==> src/rtl/linear_counting_sketch_unit_assert.svh <==
// Assertion macros for the linear counting sketch unit.
// Used by linear_counting_sketch_unit.sv; needs no other file.
`ifndef LINEAR_COUNTING_SKETCH_UNIT_ASSERT_SVH
`define LINEAR_COUNTING_SKETCH_UNIT_ASSERT_SVH

// Same-cycle implication, disabled while reset is applied.
`define LCS_ASSERT_NOW(label, clk, rst_n, ante, cons) \
    label: assert property (@(posedge clk) disable iff (!rst_n) (ante) |-> (cons)) \
        else $error("linear counting sketch: same-cycle check failed");

// Next-cycle implication, disabled while reset is applied.
`define LCS_ASSERT_NEXT(label, clk, rst_n, ante, cons) \
    label: assert property (@(posedge clk) disable iff (!rst_n) (ante) |=> (cons)) \
        else $error("linear counting sketch: next-cycle check failed");

`endif

==> src/rtl/lcs_pkg.sv <==
// Shared types, constants and the threshold table of the linear counting sketch.
// No dependencies; imported by every module of the block but lcs_ram.
`default_nettype none

package lcs_pkg;

    localparam int PREC_W        = 5;
    localparam int HASH_W        = 64;
    localparam int EST_W         = 22;
    localparam int UNSET_W       = 19;
    localparam int THR_W         = 19;
    localparam int PREC_MIN      = 4;
    localparam int PREC_RESET    = 14;
    localparam int ROW_LOG       = 3;
    localparam int ROW_W         = 1 << ROW_LOG;
    localparam int LOG_FRAC_BITS = 16;
    localparam int FRAC_CW       = $clog2(LOG_FRAC_BITS);
    localparam int MANT_FRAC     = 30;
    localparam int MANT_W        = MANT_FRAC + 1;
    localparam int LG_W          = PREC_W + LOG_FRAC_BITS;
    localparam int MUL_W         = 32;

    localparam logic [63:0] LN2_Q32 = 64'hB172_17F8;
    localparam logic [LOG_FRAC_BITS-1:0] LN2F =
        LOG_FRAC_BITS'(LN2_Q32 >> (32 - LOG_FRAC_BITS));
    localparam logic [PREC_W-1:0] K_START = PREC_W'(UNSET_W - 1);

    localparam logic OP_ADD      = 1'b0;
    localparam logic OP_ESTIMATE = 1'b1;

    typedef struct packed {
        logic              opcode;
        logic [HASH_W-1:0] hash_value;
    } cmd_word_t;

    typedef struct packed {
        logic [EST_W-1:0]   estimate;
        logic               saturated;
        logic [UNSET_W-1:0] unset_bits;
        logic [THR_W-1:0]   threshold;
    } res_word_t;

    typedef struct packed {
        logic               start;
        logic [UNSET_W-1:0] unset;
        logic [PREC_W-1:0]  precision;
    } est_ctrl_t;

    typedef struct packed {
        logic             done;
        logic [EST_W-1:0] estimate;
    } est_stat_t;

    typedef enum logic [2:0] {
        ST_CLEAR,
        ST_IDLE,
        ST_ADD,
        ST_EST,
        ST_DONE
    } lcs_state_t;

    typedef enum logic [2:0] {
        E_IDLE,
        E_NORM,
        E_SQUARE,
        E_DIFF,
        E_SCALE,
        E_SHIFT
    } est_state_t;

    function automatic logic [THR_W-1:0] threshold_of(input logic [PREC_W-1:0] p);
        logic [THR_W-1:0] t;
        unique case (p)
            5'd4:    t = 19'd10;
            5'd5:    t = 19'd20;
            5'd6:    t = 19'd40;
            5'd7:    t = 19'd80;
            5'd8:    t = 19'd220;
            5'd9:    t = 19'd400;
            5'd10:   t = 19'd900;
            5'd11:   t = 19'd1800;
            5'd12:   t = 19'd3100;
            5'd13:   t = 19'd6500;
            5'd14:   t = 19'd11500;
            5'd15:   t = 19'd20000;
            5'd16:   t = 19'd50000;
            5'd17:   t = 19'd120000;
            5'd18:   t = 19'd350000;
            default: t = 19'd10;
        endcase
        return t;
    endfunction

endpackage

`default_nettype wire

==> src/rtl/lcs_mul.sv <==
// Shared unsigned multiplier of the estimate datapath.
// Depends on lcs_pkg for the operand width.
`default_nettype none

module lcs_mul (
    input  logic [lcs_pkg::MUL_W-1:0]   a,
    input  logic [lcs_pkg::MUL_W-1:0]   b,
    output logic [2*lcs_pkg::MUL_W-1:0] product
);

    import lcs_pkg::*;

    assign product = {{MUL_W{1'b0}}, a} * {{MUL_W{1'b0}}, b};

endmodule

`default_nettype wire

==> src/rtl/lcs_est_unit.sv <==
// Estimate sequencer: normalise, log2 by repeated squaring, scale by ln 2 and m.
// Depends on lcs_pkg and lcs_mul.
`default_nettype none

module lcs_est_unit (
    input  logic                  clk,
    input  logic                  rst_n,
    input  lcs_pkg::est_ctrl_t    ctrl,
    output lcs_pkg::est_stat_t    stat
);

    import lcs_pkg::*;

    est_state_t           state_reg, state_next;
    logic [MANT_W-1:0]    x_reg, x_next;
    logic [PREC_W-1:0]    k_reg, k_next;
    logic [LOG_FRAC_BITS-1:0] frac_reg, frac_next;
    logic [FRAC_CW-1:0]   cnt_reg, cnt_next;
    logic [LG_W-1:0]      l_reg, l_next;
    logic [LG_W-1:0]      lnv_reg, lnv_next;
    logic [EST_W-1:0]     est_reg, est_next;
    logic                 done_reg, done_next;

    logic [MUL_W-1:0]     mul_a, mul_b;
    logic [2*MUL_W-1:0]   product;
    logic [MANT_W:0]      sq;
    logic [LG_W-1:0]      lg, pf;
    logic [63:0]          scaled;

    lcs_mul u_mul (
        .a       (mul_a),
        .b       (mul_b),
        .product (product)
    );

    assign sq     = product[MANT_FRAC +: MANT_W+1];
    assign lg     = {k_reg, frac_reg};
    assign pf     = {ctrl.precision, {LOG_FRAC_BITS{1'b0}}};
    assign scaled = ({{(64-LG_W){1'b0}}, lnv_reg} << ctrl.precision) >> LOG_FRAC_BITS;

    always_ff @(posedge clk or negedge rst_n)
    begin
        if (!rst_n)
        begin
            state_reg <= E_IDLE;
            done_reg  <= 1'b0;
            cnt_reg   <= '0;
        end
        else
        begin
            state_reg <= state_next;
            done_reg  <= done_next;
            cnt_reg   <= cnt_next;
        end
    end

    always_ff @(posedge clk)
    begin
        x_reg    <= x_next;
        k_reg    <= k_next;
        frac_reg <= frac_next;
        l_reg    <= l_next;
        lnv_reg  <= lnv_next;
        est_reg  <= est_next;
    end

    always_comb
    begin
        state_next = state_reg;
        x_next     = x_reg;
        k_next     = k_reg;
        frac_next  = frac_reg;
        cnt_next   = cnt_reg;
        l_next     = l_reg;
        lnv_next   = lnv_reg;
        est_next   = est_reg;
        done_next  = 1'b0;
        mul_a      = '0;
        mul_b      = '0;
        unique case (state_reg)
            E_IDLE:
            begin
                if (ctrl.start)
                begin
                    x_next     = {ctrl.unset, {(MANT_W-UNSET_W){1'b0}}};
                    k_next     = K_START;
                    state_next = E_NORM;
                end
            end
            E_NORM:
            begin
                // shift left until the leading one sits at the integer bit
                if (x_reg[MANT_W-1])
                begin
                    cnt_next   = '0;
                    frac_next  = '0;
                    state_next = E_SQUARE;
                end
                else
                begin
                    x_next = {x_reg[MANT_W-2:0], 1'b0};
                    k_next = k_reg - PREC_W'(1);
                end
            end
            E_SQUARE:
            begin
                mul_a = MUL_W'(x_reg);
                mul_b = MUL_W'(x_reg);
                if (sq[MANT_W])
                begin
                    x_next    = sq[MANT_W:1];
                    frac_next = {frac_reg[LOG_FRAC_BITS-2:0], 1'b1};
                end
                else
                begin
                    x_next    = sq[MANT_W-1:0];
                    frac_next = {frac_reg[LOG_FRAC_BITS-2:0], 1'b0};
                end
                if (cnt_reg == FRAC_CW'(LOG_FRAC_BITS - 1))
                begin
                    state_next = E_DIFF;
                end
                else
                begin
                    cnt_next = cnt_reg + FRAC_CW'(1);
                end
            end
            E_DIFF:
            begin
                l_next     = (lg > pf) ? '0 : pf - lg;
                state_next = E_SCALE;
            end
            E_SCALE:
            begin
                mul_a      = MUL_W'(l_reg);
                mul_b      = MUL_W'(LN2F);
                lnv_next   = product[LOG_FRAC_BITS +: LG_W];
                state_next = E_SHIFT;
            end
            E_SHIFT:
            begin
                est_next   = (scaled > 64'((1 << EST_W) - 1)) ? '1 : scaled[EST_W-1:0];
                done_next  = 1'b1;
                state_next = E_IDLE;
            end
            default:
            begin
                state_next = E_IDLE;
            end
        endcase
    end

    assign stat.done     = done_reg;
    assign stat.estimate = est_reg;

endmodule

`default_nettype wire

==> config.mk <==
export PLATFORM = sky130hd
export DESIGN_NAME = lcs_est_unit
export DESIGN_NICKNAME = d
export VERILOG_FILES = /design/src/rtl/linear_counting_sketch_unit_assert.svh /design/src/rtl/lcs_pkg.sv /design/src/rtl/lcs_mul.sv /design/src/rtl/lcs_est_unit.sv
export SDC_FILE = /design/constraint.sdc
export NUM_CORES = 2
export LEC_CHECK = 0
export BUFFER_PORTS_ARGS = -buffer_cell sky130_fd_sc_hd__buf_2
export CAP_MARGIN = 10
export CORE_AREA = 4 4 252 254
export CTS_CLUSTER_DIAMETER = 100
export CTS_CLUSTER_SIZE = 14
export DETAILED_ROUTE_END_ITERATION = 8
export DIE_AREA = 0 0 256 258
export PLACE_DENSITY = 0.76
export SETUP_SLACK_MARGIN = 0.1
export SLEW_MARGIN = 40
export SYNTH_ARGS = -nofsm -noshare
export SYNTH_HDL_FRONTEND = slang
export SYNTH_SLANG_ARGS = --single-unit
==> constraint.sdc <==
create_clock -name clk -period 11 [get_ports clk]
set_input_delay 3.3 -clock clk [delete_from_list [all_inputs] [get_ports clk]]
set_output_delay 3.3 -clock clk [all_outputs]
set_load 0.02 [all_outputs]
==> summary.md <==
| Metric | Value |
|---|---|
| Critical-path top delay cell | fa_1 |
| Layout Utilization | 62.6% |
| Worst skew pair latency | 0.43 ns |
| Ys async rst share | 6.45% |
| Met1 Track Usage GR | 43.9% |
| Final Max Tran Viols | 0 |
| Syn Nets | 5155 |
| Yosys reg bits | 124 |
| Crit path top cell by count | fa_1 |
| Hold depth | 1 |
| Peak supply drop | 0.000170 V |
| Vias/cell | 5.94 |
| Global routing usage on met2 | 55.8% |
| Longest Clk Path Bufs | 2 |
| Top cell type's share of synthesized area | 45.1% |
| Ys Warns | 0 |
| Area Growth Syn to Fin | 5.47% |
| Worst Path Required | 11.17 ns |
| Die Ht | 258 um |
| Largest net degree at the start of global routing | 71 |
| Largest register FFs | 31 |
| Biggest area consumer among synthesized cells | fa_1 |
| DRT iter0 DRCs | 2859 |
| Total routed wirelength | 114000 um |
| Core Box Area | 61300 um2 |
| Total gr overflow | 0 |
| Number of buffers and inverters on the critical path | 9 |
| Relative slew margins | 44.1% |
| Max-cap violations | 0 |
| DR pass1 iterations | 8 |
| Post-Syn Instances | 4052 |
| Grt peak-use layer | met2 |
| Die width | 256 um |
| Vias in the first global route | 30700 |
| Die area | 66000 um2 |
| WP depth | 33 |
| Via count | 28700 |
| Worst slew pin tran | 0.839 ns |
| H-tree depth | 4 |
| Root buf cell | clkbuf_16 |
| Layout cells sized above 1 | 6.14% |
| Fin Setup TNS | 0 ns |
| FMAX | 0.0944 GHz |
| Critical path's top delay family | adder cells |
| RSZ-0062 raised after global routing | false |
| Hold path endpoint | cnt_reg[3] |
| Leak | 19.8 nW |
| Final setup violation count | 0 |
| TritonCTS clock tree | yes |
| Post-DR wirelength/cell | 23.5 um |
| Netlist cell types | 82 |
| Post-route ant nets | 0 |
| Count leader, synth | inv_1 |
| DRC Markers | 0 |
| Status | finished, final reports clean |
| First-pass GRT wire length | 177000 um |
| CTS sink cnt | 124 |
| GPL Wtd Cong | 1.07 |
| Register area share after synthesis | 10.1% |
| Fin. Hold Viols | 0 |
| Hold_sp | cnt_reg[3] |
| Worst hold path class | register to register |
| R2R depth | 33 |
| Reg-to-Reg Start | state_reg[1] |
| Reg-to-reg endpoint | x_reg[18] |
| Pwr per Cell Area | 252 nW/um2 |
| Post-CTS setup buffer count | 0 |
| Final period util | 96.3% |
| Largest cells by area after synthesis | fa_1 45%, inv_1 9.9%, edfxtp_1 9.6%, ha_1 8.8%, nand2_1 5.3% |
| Crit Path Max Fanout | 33 |
| Initial antenna violation count | 1 |
| Initial Utilization | 59.4% |
| Arrival time at the worst endpoint | 10.76 ns |
| Minimum clock period | 10.59 ns |
| CP Capture Type | register |
| Port bufs | 49 |
| Total global-route track usage | 35.2% |
| Dpl hpwl | 91700 um |
| Filler cell count | 5183 |
| Post-synth EDFFs | 116 |
| Netlist Area Pre-Place | 36400 um2 |
| Syn_area_per_cell | 8.97 um2 |
| Reg clk slew, reported paths | 0.06 ns |
| Clock skew | 0.0136 ns |
| Most frequent cells after synthesis | 961 x inv_1, 820 x fa_1, 517 x nand2_1, 447 x nor2_1, 256 x ha_1 |
| Setup CP Type | register to register |
| Critical path's largest stage delay | 0.65 ns |
| R2R Setup Slk | 0.41 ns |
| CTS buffer count | 17 |
| Hold buffers post-CTS | 0 |
| Startpoint types | register |
| Leading register cell type out of synthesis | edfxtp_1 |
| Nets | 5131 |
| Rows | 91 |
| Met3 global-route usage | 7.82% |
| IO Pins | 50 |
worst max path at each step:
stage	from	end
2_1_floorplan	state_reg[1]	x_reg[16]
3_3_place_gp	state_reg[1]	x_reg[18]
3_5_place_dp	state_reg[1]	x_reg[18]
4_1_cts	state_reg[1]	x_reg[18]
5_1_grt	state_reg[1]	x_reg[18]
6_report	state_reg[1]	x_reg[18]
power by group:
| group | switching, mW | total (mW) | internal [mW] |
|---|---|---|---|
| Clock | 0.224 | 0.580 | 0.356 |
| Combinational | 5.32 | 7.99 | 2.67 |
| Sequential | 0.269 | 1.11 | 0.843 |
| Total | 5.82 | 9.68 | 3.87 |
per-layer routing:
layer / routed length [um] / vias to the layer above / part of all wire, %
met5: 20 / - / 0.018
met4: 9880 / 2 / 8.7
met3: 12800 / 506 / 11
met2: 51400 / 1782 / 45
met1: 39500 / 14300 / 35
li1: - / 12200 / -
through the flow:
step | instances | hold slack, ns | area, um2 | power (mW) | worst slack [ns]
after floorplan | 4052 | 0.458 | 36400 | 6.10 | 1.57
after global placement | 4796 | 0.478 | 37700 | 8.66 | 0.804
after detailed placement | 4798 | 0.495 | 37700 | 8.84 | 0.696
after CTS | 4830 | 0.501 | 38300 | 9.47 | 0.612
after global routing | 4831 | 0.549 | 38300 | 10.4 | 0.172
final | 4834 | 0.500 | 38400 | 9.68 | 0.410
placed cells by master, fill, tap and decap left out, types with 17 or more instances in the layout:
master,n
inv_1,960
fa_1,820
nand2_1,515
nor2_1,446
ha_1,256
a21oi_1,120
edfxtp_1,116
buf_4,96
o21ai_0,77
and3_1,54
buf_2,49
xnor2_1,42
and2_1,41
xor2_1,29
nand4_1,29
a21o_1,27
a31oi_1,22
mux2i_1,22
nand3_1,19
clkbuf_16,17
cell families (layout without fill, tap and decap cells):
family / count (synthesis) / count (layout) / synth area share (%)
AO/OA/AOI/OAI: 376 / 376 / 6.49
flip-flops: 124 / 124 / 10.1
other: 0 / 3 / 0
AND/OR/NAND/NOR: 1194 / 1195 / 14.0
buffers and inverters: 1167 / 1155 / 12.1
XOR/XNOR: 71 / 71 / 1.71
adder cells (fa/ha/maj): 1076 / 1076 / 53.9
multiplexers: 44 / 44 / 1.60
final cells by class:
type	count	area, um2	share of cell area, %
well taps	790	988	2.58
clock buffers	18	429	1.12
inverters	975	3660	9.55
diodes	3	7.51	0.0196
multi-input cells	2762	28400	74.0
clock inverters	14	171	0.447
flip-flops and latches	124	3680	9.60
repair buffers	148	1020	2.65
repair_timing:
| item | in CTS | in global routing |
|---|---|---|
| endpoints found under the setup margin | 0 | 5 |
| resized for setup | 0 | 2 |
| hold endpoints to repair | 0 | 0 |
(Power assumes the default switching activity.)
